===== config.mk =====
export PLATFORM = sky130hd
export DESIGN_NAME = chull_queue
export DESIGN_NICKNAME = d
export VERILOG_FILES = /design/src/rtl/chull_pkg.sv /design/src/rtl/chull_queue.sv
export SDC_FILE = /design/constraint.sdc
export NUM_CORES = 1
export LEC_CHECK = 0
export BUFFER_PORTS_ARGS = -buffer_cell sky130_fd_sc_hd__buf_4
export CAP_MARGIN = 20
export CORE_MARGIN = 1
export CORE_UTILIZATION = 27
export CTS_BUF_LIST = sky130_fd_sc_hd__clkbuf_4
export DETAILED_ROUTE_END_ITERATION = 8
export GPL_ROUTABILITY_DRIVEN = 0
export PLACE_DENSITY = 0.41
export REMOVE_ABC_BUFFERS = 1
export SLEW_MARGIN = 20
export SYNTH_ARGS = -nofsm -noshare
export SYNTH_HDL_FRONTEND = slang
export SYNTH_SLANG_ARGS = --single-unit

===== constraint.sdc =====
create_clock -name clock -period 3.3 [get_ports clock]
set_clock_uncertainty 0.2 [all_clocks]
set_input_delay 0.33 -clock clock [delete_from_list [all_inputs] [get_ports clock]]
set_output_delay 0.33 -clock clock [all_outputs]
set_load 0.03 [all_outputs]

===== src/rtl/chull_pkg.sv =====
package chull_pkg;
   localparam int MaxPoints = 32;
   localparam int IdxW = $clog2(MaxPoints);
   localparam int CntW = $clog2(MaxPoints + 1);
   localparam int StackDepth = 2 * MaxPoints;
   localparam int StkW = $clog2(StackDepth);
   localparam int SpW = $clog2(StackDepth + 1);
   localparam int QDepth = 4;
   localparam int QPtrW = $clog2(QDepth);

   typedef struct packed {
      logic [15:0] x;
      logic [15:0] y;
      logic        last;
   } item_type;

   typedef struct packed {
      logic [15:0] x;
      logic [15:0] y;
      logic        last_vertex;
      logic        empty_hull;
      logic        overflow;
   } result_type;
endpackage


===== src/rtl/chull_queue.sv =====
module chull_queue (
   input  logic                  clock,
   input  logic                  reset,
   input  logic                  in_valid,
   output logic                  in_ready,
   input  chull_pkg::item_type   in_item,
   output logic                  out_valid,
   input  logic                  out_ready,
   output chull_pkg::item_type   out_item
);
   chull_pkg::item_type mem_ff [chull_pkg::QDepth];
   logic [chull_pkg::QPtrW-1:0] wr_ff, rd_ff;
   logic [chull_pkg::QPtrW:0]   cnt_ff;
   logic push, pop;

   assign in_ready  = cnt_ff != (chull_pkg::QPtrW+1)'(chull_pkg::QDepth);
   assign out_valid = cnt_ff != '0;
   assign out_item  = mem_ff[rd_ff];
   assign push = in_valid && in_ready;
   assign pop  = out_valid && out_ready;

   always_ff @(posedge clock) begin
      if (push) mem_ff[wr_ff] <= in_item;
      if (reset) begin
         wr_ff <= '0;
         rd_ff <= '0;
         cnt_ff <= '0;
      end else begin
         if (push) wr_ff <= wr_ff + 1'b1;
         if (pop) rd_ff <= rd_ff + 1'b1;
         cnt_ff <= cnt_ff + (push ? 1'b1 : 1'b0) - (pop ? 1'b1 : 1'b0);
      end
   end
endmodule


# --- Word level (Yosys, flattened, before mapping) ---
# Memory sizes are Yosys's and may differ from the RTL's. A register that Yosys moved wholly into a read port is not among the register bits.
# Index checks and enable logic that the tools add are counted.
word_totals:
  output_inout_bits: 35
  ramBits: 132
  n_memories: 1
  regBits: 7
  wordCells: 18
  inputBits: 37
memory_table:
  columns: ["name", "depth", "word_bits", "read_ports", "rd_ports_with_merged_regs", "write_ports", "line", "rtl"]
  rows:
  - ["mem_ff", 4, 33, 1, 1, 1, "chull_queue.sv:11", "chull_pkg::item_type mem_ff [chull_pkg::QDepth];"]
classes:
  n_eq_ne: 1
  mux: 6
  n_addsub: 4
  reduce_logical: 3
op_table:
  columns: ["cell", "n"]
  rows:
  - ["$add A2 B1 Y2 const B", 2]
  - ["$mux W1", 4]
  - ["$mux W2", 2]
  - ["$add A3 B1 Y3", 1]
  - ["$ne A3 B3 Y1 const B", 1]
  - ["$reduce_bool A3 Y1", 1]
  - ["$sub A3 B1 Y3", 1]
  - ["$logic_and A1 B1 Y1", 2]

# --- Logic depth before layout (Yosys ltp) ---
# Gate-level depths: netlist of the first run.
depth:
  ltp_word: 5
  depth_mapped: 11

# --- Worst setup path before layout of the first run ---
# Ideal clock, no wire load.
synth_timing:
  path_kind: "register -> register"
  from: "reg cnt_ff[1] (netlist name)"
  to: "reg cnt_ff[2] (netlist name)"
  path_slack_ns: 0.960
  setup_ns: 0.078
  stages_incl_launch_ff: 12
  arrival_ns: 2.063
  period_less_slack_ns: 2.340
  t_required_ns: 3.022
  n_path_buf: 0
  path_cell_list: "dfxtp_1 > nor2_1 > a21boi_2 > inv_1 > ha_1 > inv_1 > ha_1 > inv_1 > fa_1 > xor2_1 > and2_1 > nor3_1"
synth_via:
  elab_chain_len: 5
  elab_cells_between_ends: 8
  cone_classes: "add/sub (2); eq/ne (1); mux (2); reduce/logical (3)"
synth_rtl:
  columns: ["element", "line", "rtl"]
  rows:
  - ["start: declaration", "chull_queue.sv:13", "logic [chull_pkg::QPtrW:0] cnt_ff;"]
  - ["start signal: assignment", "chull_queue.sv:31", "cnt_ff <= cnt_ff + (push ? 1'b1 : 1'b0) - (pop ? 1'b1 : 1'b0);"]
  - ["$ne A3 B3 Y1", "chull_queue.sv:16", "assign in_ready = cnt_ff != (chull_pkg::QPtrW+1)'(chull_pkg::QDepth);"]
  - ["$logic_and A1 B1 Y1", "chull_queue.sv:19", "assign push = in_valid && in_ready;"]
  - ["$mux W1", "chull_queue.sv:31", null]
  - ["$add A3 B1 Y3", "chull_queue.sv:31", null]
  - ["$sub A3 B1 Y3 *", "chull_queue.sv:31", null]
# Mark *: on every way between the ends. The rest lies on a longest branch, timed or not.
# A chain may end at the register's enable or synchronous reset.

==> flow_summary.json, run 1 <==
{
  "drt-total-wl_um": 10300,
  "setup_ws_ns": 0.488,
  "grt_max_degree": 27,
  "syn_area_um2": 5280,
  "synth_top_area_cell": "edfxtp_1",
  "ys_seq_area_share_pct": 78.5,
  "vias": 2558,
  "antenna_found_initial": 0,
  "synth_warnings": 0,
  "ys_seq_elements": 141,
  "viasPerCell": 4.12,
  "path_clk_slew_ns": 0.13,
  "grt.total_usage_pct": 11.4,
  "syn2layout_area_growth_pct": 30.6,
  "grt_first_pass_wirelength_um": 16200,
  "p_comb_share_pct": 30.2,
  "clk_path_buf_depth": 2,
  "cts_tree": "done",
  "timing.final.crit_share_pct": 85.2,
  "dr.pass1.iters": 4,
  "setup_viol": 0,
  "synth_common_cells": "edfxtp_1 (132), mux4_2 (30), dfxtp_1 (9)",
  "synth-edff-count": 132,
  "postCtsSetupRepairBufs": 0,
  "critical_path_required_ns": 2.77,
  "max-cap-violations": 0,
  "synth-main-ff-cell": "edfxtp_1",
  "portBuffers": 71,
  "core_um2": 19000,
  "hp-class": "reg -> reg",
  "synth_area_leaders": "edfxtp_1 (75%), mux4_2 (13%), dfxtp_1 (3.4%)",
  "final_layout_size_suffix_gt1_share_pct": 40.2,
  "grt_pass1_vias": 2783,
  "ctsResizeCount": 0,
  "status": "finished, final reports clean",
  "setup_tns_ns": 0,
  "ys_async_sr_fraction_pct": 0,
  "worst_pin_slew_ns": 0.754,
  "p_switching_mw": 1.63,
  "rsz0062_at_grt": "false",
  "yosysUniqueCellTypes": 25,
  "cts_made_buffers": 17,
  "antenna_cells": 0,
  "hold_violations": 0,
  "detail-route-antenna-nets": 0,
  "fillers": 1795,
  "fin_crit_ns": 2.81,
  "fin_nets": 392,
  "p_sw_share_pct": 30.4,
  "whs_ns": 0.332,
  "syn_inst": 222,
  "drt_iter0_drc": 145,
  "dpl.hpwl_um": 6340,
  "clkLatencyLatePin_ns": 0.53,
  "slew_viol_final": 0,
  "syn_avg_cell_area_um2": 23.8,
  "ff_latch_area_um2": 4150,
  "wl_per_cell_um": 16.6,
  "io_pins": 72,
  "h-tree-depth": 4,
  "netlist.area_leader.share_pct": 75.1,
  "irDropWorstVdd_mv": 0.371,
  "die_y_um": 142,
  "dp_cells": 553,
  "slew_headroom_pct": 49.7,
  "drc": 0,
  "clock_power_share_pct": 26.4,
  "end_kind": "primary output",
  "power_density_nw_per_um2": 777,
  "cp.arrival_ns": 2.28,
  "seqPwrFrac_pct": 43.4,
  "critPathMaxFanout": 23,
  "die_x_um": 142,
  "multiInputGateArea_um2": 1030,
  "cts_sinks": 141,
  "die-area_um2": 20100,
  "max_freq_ghz": 0.356,
  "stdcell_count": 621,
  "placementRows": 50,
  "start_util_pct": 27.8,
  "synth.most_common_cell": "edfxtp_1",
  "post-place-ws_ns": 0.768,
  "p_leak_nw": 2.35,
  "p_int_mw": 3.73,
  "root_buffer": "clkbuf_4",
  "worst_setup_path_start_kind": "flop",
  "gr-total-overflow": 0,
  "path_class": "reg -> out"
}
[kinds of logic after synthesis]
kind of cell | count (synthesis) | synth area share (%)
buf+inv | 14 | 2.13
xor+xnor | 3 | 0.498
flops | 141 | 78.5
fa+ha+maj | 7 | 1.80
compound gates | 3 | 0.545
mux | 35 | 14.7
simple gates | 19 | 1.80
[per-layer routing]
layer | vias up | part of all wire (%) | global-route usage [%]
li1 | 1175 | - | -
met1 | 1302 | 45 | 14.5
met2 | 72 | 48 | 17.5
met3 | 9 | 5.7 | 4.12
met4 | 0 | 1.4 | 5.09
met5 | - | 0 | 0
[layout by cell type (no fill, tap or decap), drive strengths merged]
cell	instances
nor2b	1
edfxtp	132
o311ai	1
ha	6
nor3	1
bufinv	7
inv	5
nand2b	2
clkinv	6
xor2	2
and2	5
or3	1
o31a	1
mux4	33
dfxtp	9
nor2	8
mux2i	1
buf	80
fa	1
xnor2	1
mux2	1
a21boi	1
dlygate4sd3	36
clkbuf	17
clkinvlp	2
nand2	1
[cell type report]
| type | instances | area share, % |
|---|---|---|
| sequential | 141 | 60.2 |
| multi-input combinational | 67 | 14.9 |
| timing repair buffer | 116 | 14.5 |
| tap | 260 | 4.72 |
| clock inverter | 15 | 3.61 |
| clock buffer | 17 | 1.85 |
| inverter | 5 | 0.272 |
[path summary, 6_finish.rpt]
path / startpoint / end / slack [ns] / depth (start not counted)
setup / recovery: flop / out_item[1] / 0.49 / 3
hold / removal: wr_ff[1] / wr_ff[1] / 0.33 / 2
hold reg to reg: wr_ff[1] / wr_ff[1] / 0.33 / 2
setup reg to reg: cnt_ff[1] / cnt_ff[2] / 0.77 / 11
[stage by stage]
stage | util, % | area (um^2) | power (mW)
floorplan | - | 5180 | 3.36
CTS | 36.4 | 6890 | 5.47
global route | 36.4 | 6890 | 5.65
finish | 36.4 | 6890 | 5.36
detailed placement | 32.5 | 6150 | 4.00
global placement | 32.5 | 6150 | 4.00
[flip-flops by register name (all words and copies together) (netlist names), named ones only]
register  flops
cnt_ff        3
mem_ff      132
rd_ff         2
wr_ff         2
[critical path: stages (launching register included)]
cell and delay (ns):
dfxtp_2 0.64, buf_12 0.29, mux4_1 0.61, buf_4 0.19
[power by group through the flow]
stage	Sequential, mW	Clock [mW]	Combinational [mW]
5_1_grt	2.36	1.54	1.75
3_3_place_gp	2.37	0	1.62
3_5_place_dp	2.38	0	1.62
4_1_cts	2.34	1.47	1.66
2_1_floorplan	2.38	0	0.979
6_report	2.33	1.41	1.62
[what timing repair did]
| item | in CTS | in global routing |
|---|---|---|
| endpoints found under the hold margin | 141 | 0 |
| setup endpoints to repair | 0 | 0 |
| hold buffers | 36 | 0 |
No activity file was read; power rests on OpenSTA's default activity.
==> run 2: changes to the inputs <==
--- a/config.mk
+++ b/config.mk
@@ -13,4 +13,5 @@
 export DETAILED_ROUTE_END_ITERATION = 8
 export GPL_ROUTABILITY_DRIVEN = 0
+export MAX_ROUTING_LAYER = met4
 export PLACE_DENSITY = 0.41
 export REMOVE_ABC_BUFFERS = 1
==> constraint.sdc (replaced) <==
create_clock -name clock -period 3.2 [get_ports clock]
set_clock_uncertainty 0.2 [all_clocks]
set_input_delay 0.16 -clock clock [delete_from_list [all_inputs] [get_ports clock]]
set_output_delay 0.16 -clock clock [all_outputs]
set_load 0.03 [all_outputs]
==> flow_summary.json, run 2 (synthesis gave the netlist of run 1 again) <==
{
  "status": "finished, final reports clean",
  "stdcell_count": 620,
  "vias": 2543,
  "h-tree-depth": 4,
  "syn2layout_area_growth_pct": 29.8,
  "dr.pass1.iters": 4,
  "grt_max_degree": 25,
  "rsz0062_at_grt": "false",
  "fin_crit_ns": 2.65,
  "cp.arrival_ns": 2.89,
  "cts_tree": "done",
  "die-area_um2": 20100,
  "holdPathStages": 2,
  "hold_violations": 0,
  "reg2reg_from": "cnt_ff[1]",
  "antenna_found_initial": 0,
  "antenna_cells": 0,
  "final_common_cell": "edfxtp_1",
  "max-cap-violations": 0,
  "slew_headroom_pct": 63.5,
  "irDropWorstVdd_mv": 0.560,
  "dpl.hpwl_um": 6340,
  "p_leak_nw": 2.33,
  "clkLatencyLatePin_ns": 0.52,
  "power_density_nw_per_um2": 779,
  "worst_setup_path_start_kind": "flop",
  "slew_viol_final": 0,
  "final_cell_area_um2": 6850,
  "placed_cell_area_um2": 6160,
  "rr_endpoint": "cnt_ff[2]",
  "holdCritStartpoint": "in_item[21]",
  "dp_cells": 551,
  "core_um2": 19000,
  "grt_first_pass_wirelength_um": 15400,
  "gr-total-overflow": 0,
  "fillers": 1783,
  "start_util_pct": 27.8,
  "cts_made_buffers": 17,
  "final_cell_mix": "edfxtp_1 (132), buf_4 (73), dlygate4sd3_1 (37)",
  "io_pins": 72,
  "cts_sinks": 141,
  "whs_endpoint": "mem_ff[2][21]",
  "viasPerCell": 4.10,
  "reg2reg_depth": 11,
  "grt_pass1_vias": 2656,
  "critPathMaxFanout": 7,
  "die_y_um": 142,
  "max_freq_ghz": 0.378,
  "finish.utilization_pct": 36.2,
  "largest_reg_flops": 132,
  "reg.largest.list": "mem_ff x132, cnt_ff x3",
  "worst-r2r-setup-slack_ns": 0.55,
  "grt.total_usage_pct": 11.2,
  "root_buffer": "clkbuf_4",
  "drc": 0,
  "hp-class": "in -> reg",
  "path_class": "reg -> reg",
  "final_layout_size_suffix_gt1_share_pct": 40.8,
  "portBuffers": 71,
  "placementRows": 50,
  "detail-route-antenna-nets": 0,
  "drt-total-wl_um": 10200,
  "setup_tns_ns": 0,
  "critical_path_required_ns": 3.44,
  "largest_register": "mem_ff",
  "path_clk_slew_ns": 0.12,
  "timing.final.crit_share_pct": 82.8,
  "setup_viol": 0,
  "die_x_um": 142,
  "wl_per_cell_um": 16.4,
  "drt_iter0_drc": 108,
  "clk_path_buf_depth": 2,
  "fin_nets": 391,
  "end_kind": "flop",
  "worst_pin_slew_ns": 0.547
}
[run 2: cell count changes in the layout (fill, tap and decap cells not counted)]
cell           before  now
buf_12              3    5
buf_4              77   73
bufinv_16           7    4
clkbuf_4           17   19
clkinv_1            5    1
clkinv_2            1    4
clkinv_4            0    1
clkinvlp_4          2    3
dlygate4sd3_1      36   37
[run 2: through the flow]
| stage | setup WS [ns] | hold slack, ns | power [mW] |
|---|---|---|---|
| detailed placement | 0.571 | 0.165 | 4.14 |
| CTS | 0.537 | 0.119 | 5.44 |
| global route | 0.362 | 0.118 | 5.60 |
| finish | 0.551 | 0.171 | 5.34 |
| global placement | 0.684 | 0.164 | 4.13 |
| floorplan | 0.521 | 0.0267 | 3.46 |
[run 2: worst max path at each step]
stage	slack, ns	cells after the start	endpoint	from
3_3_place_gp	0.68	11	cnt_ff[2]	cnt_ff[1]
4_1_cts	0.54	3	out_item[27]	flop
5_1_grt	0.36	11	cnt_ff[2]	cnt_ff[1]
3_5_place_dp	0.57	11	cnt_ff[2]	cnt_ff[1]
2_1_floorplan	0.52	1	out_item[0]	flop
6_report	0.55	11	cnt_ff[2]	cnt_ff[1]
[run 2: worst max-delay path, stage by stage (launching register included)]
cell,delay [ns]
dfxtp_1,0.47
nor2_1,0.11
a21boi_2,0.33
inv_1,0.08
ha_1,0.29
inv_1,0.06
ha_1,0.13
inv_1,0.05
fa_1,0.37
xor2_1,0.16
and2_1,0.16
nor3_1,0.15
[run 2: what timing repair did]
action | in CTS | in global routing
resized for setup | 0 | 0
buffers inserted | 0 | 0
hold buffers | 37 | 0
endpoints found under the setup margin | 0 | 0
hold endpoints to repair | 141 | 0
[run 2: layout make-up]
cell class / instances / area [um^2] / area share [%]
Clock buffer: 19 / 143 / 2.08
Inverter: 5 / 18.8 / 0.274
Clock inverter: 13 / 175 / 2.56
Timing Repair Buffer: 115 / 1020 / 14.9
Sequential cell: 141 / 4150 / 60.5
Tap cell: 260 / 325 / 4.75
Multi-Input combinational cell: 67 / 1030 / 15.0
[run 2: power breakdown]
part,leakage (nW),switching [mW],internal (mW)
logic,0.877,0.951,0.757
registers,1.28,0.115,2.26
clock network,0.166,0.618,0.630
total,2.33,1.68,3.65
[run 2: layer usage]
| layer | routed length, um | vias up | global-route usage, % |
|---|---|---|---|
| li1 | - | 1168 | - |
| met5 | 0 | - | - |
| met4 | 131 | 0 | 4.75 |
| met1 | 4640 | 1301 | 13.7 |
| met3 | 452 | 10 | 3.58 |
| met2 | 4980 | 64 | 17.1 |
==> run 3: changes to the inputs <==
Clock period 3.2 ns to 2.5 ns, I/O delays scaled along.
==> flow_summary.json, run 3 (synthesis gave the netlist of run 1 again) <==
{
  "path_buf_inv": 2,
  "cp_slowest_stage_delay_ns": 0.58,
  "worst_setup_path_start_kind": "flop",
  "largest_register": "mem_ff",
  "grt.total_usage_pct": 11.5,
  "setup_viol": 0,
  "drt_iter0_drc": 138,
  "antenna_found_initial": 1,
  "rsz0062_at_grt": "false",
  "irDropWorstVdd_mv": 0.437,
  "core_um2": 19000,
  "max_freq_ghz": 0.431,
  "final_common_cell": "edfxtp_1",
  "final_layout_size_suffix_gt1_share_pct": 41.2,
  "p_sw_share_pct": 32.0,
  "cts_sinks": 141,
  "whs_ns": 0.126,
  "cp_cell_sequence": "buf_12 > mux4_1 > buf_4",
  "drc": 0,
  "seqPwrFrac_pct": 45.7,
  "setup_ws_ns": 0.180,
  "cp.arrival_ns": 2.00,
  "path_clk_slew_ns": 0.12,
  "grt_pass1_vias": 2732,
  "clock_power_share_pct": 20.6,
  "path_class": "reg -> out",
  "slew_headroom_pct": 74.4,
  "clkLatencyLatePin_ns": 0.53,
  "cts_made_buffers": 17,
  "wl_per_cell_um": 16.5,
  "p_int_mw": 4.51,
  "root_buffer": "clkbuf_4",
  "finish.utilization_pct": 36.0,
  "worst-r2r-setup-slack_ns": 0.19,
  "detail-route-antenna-nets": 0,
  "critPathMaxFanout": 14,
  "start_util_pct": 27.8,
  "postCtsSetupRepairBufs": 0,
  "critical_path_required_ns": 2.17,
  "fin_nets": 395,
  "holdPathStages": 2,
  "power_density_nw_per_um2": 974,
  "timing.final.crit_share_pct": 92.8,
  "grt_max_degree": 34,
  "vias": 2556,
  "cp_slowest_cell": "mux4_1",
  "reg.largest.list": "mem_ff x132, cnt_ff x3",
  "portBuffers": 71,
  "drt-total-wl_um": 10300,
  "holdCritStartpoint": "in_item[31]",
  "h-tree-depth": 4,
  "dpl.hpwl_um": 6290,
  "syn2layout_area_growth_pct": 29.2,
  "fillers": 1791,
  "whs_endpoint": "mem_ff[2][31]",
  "die-area_um2": 20100,
  "gr-total-overflow": 0,
  "reg2reg_from": "cnt_ff[2]",
  "stdcell_count": 625,
  "max-cap-violations": 0,
  "placementRows": 50,
  "die_y_um": 142,
  "hp-class": "in -> reg",
  "reg2reg_depth": 9,
  "setup_tns_ns": 0,
  "hold_violations": 0,
  "cts_tree": "done",
  "die_x_um": 142,
  "io_pins": 72,
  "fin_crit_ns": 2.32,
  "rr_endpoint": "cnt_ff[2]",
  "p_comb_share_pct": 33.7,
  "grt_first_pass_wirelength_um": 15700,
  "slew_viol_final": 0,
  "post-place-ws_ns": 0.109,
  "viasPerCell": 4.09,
  "largest_reg_flops": 132,
  "status": "finished, final reports clean",
  "p_switching_mw": 2.12,
  "clk_path_buf_depth": 2,
  "end_kind": "primary output",
  "crit_family": "multiplexers",
  "p_leak_nw": 2.33,
  "final_cell_mix": "edfxtp_1 (132), buf_4 (78), dlygate4sd3_1 (37)",
  "dp_cells": 555,
  "dr.pass1.iters": 3,
  "worst_pin_slew_ns": 0.378
}
-- run 3: what timing repair did --
item                                    4_1_cts  5_1_grt
hold buffers                                 37        0
pin swaps                                     0        0
gates resized for setup                       1        2
endpoints found under the setup margin        2        1
hold endpoints to repair                    141        0
-- run 3: power by group through the flow --
stage	Clock, mW	Sequential [mW]	Combinational (mW)
after CTS	1.44	3.04	2.31
after detailed placement	0	3.09	2.25
final	1.37	3.03	2.24
after global placement	0	3.07	2.24
after global routing	1.53	3.07	2.41
after floorplan	0	3.14	1.29
-- run 3: per-stage QoR --
stage | total power [mW] | instance area, um^2
2_1_floorplan | 4.43 | 5180
3_3_place_gp | 5.31 | 6180
3_5_place_dp | 5.33 | 6180
4_1_cts | 6.79 | 6810
5_1_grt | 7.00 | 6820
6_report | 6.64 | 6820
-- run 3: layout make-up --
cell class	count	area, um^2	area share (%)
Multi-Input combinational cell	67	1030	15.0
Antenna cell	1	2.50	0.0367
Sequential cell	141	4150	60.9
Clock buffer	21	158	2.31
Clock inverter	11	100	1.47
Inverter	5	18.8	0.275
Tap cell	260	325	4.77
Timing Repair Buffer	119	1040	15.2
-- run 3: how the worst max path moves through the flow --
stage                    from          end  depth (start not counted)
detailed placement  cnt_ff[1]    cnt_ff[2]                         11
CTS                      flop  out_item[1]                          3
floorplan                flop  out_item[0]                          1
global placement    cnt_ff[1]    cnt_ff[2]                         11
global route        cnt_ff[1]    cnt_ff[2]                         11
finish                   flop  out_item[1]                          3
-- run 3: per-layer routing --
layer / wire (um) / track usage [%] / up-vias
met5: 0 / - / -
met2: 5100 / 17.9 / 62
met3: 439 / 4.12 / 12
met1: 4610 / 13.6 / 1302
met4: 140 / 4.41 / 0
li1: - / - / 1180
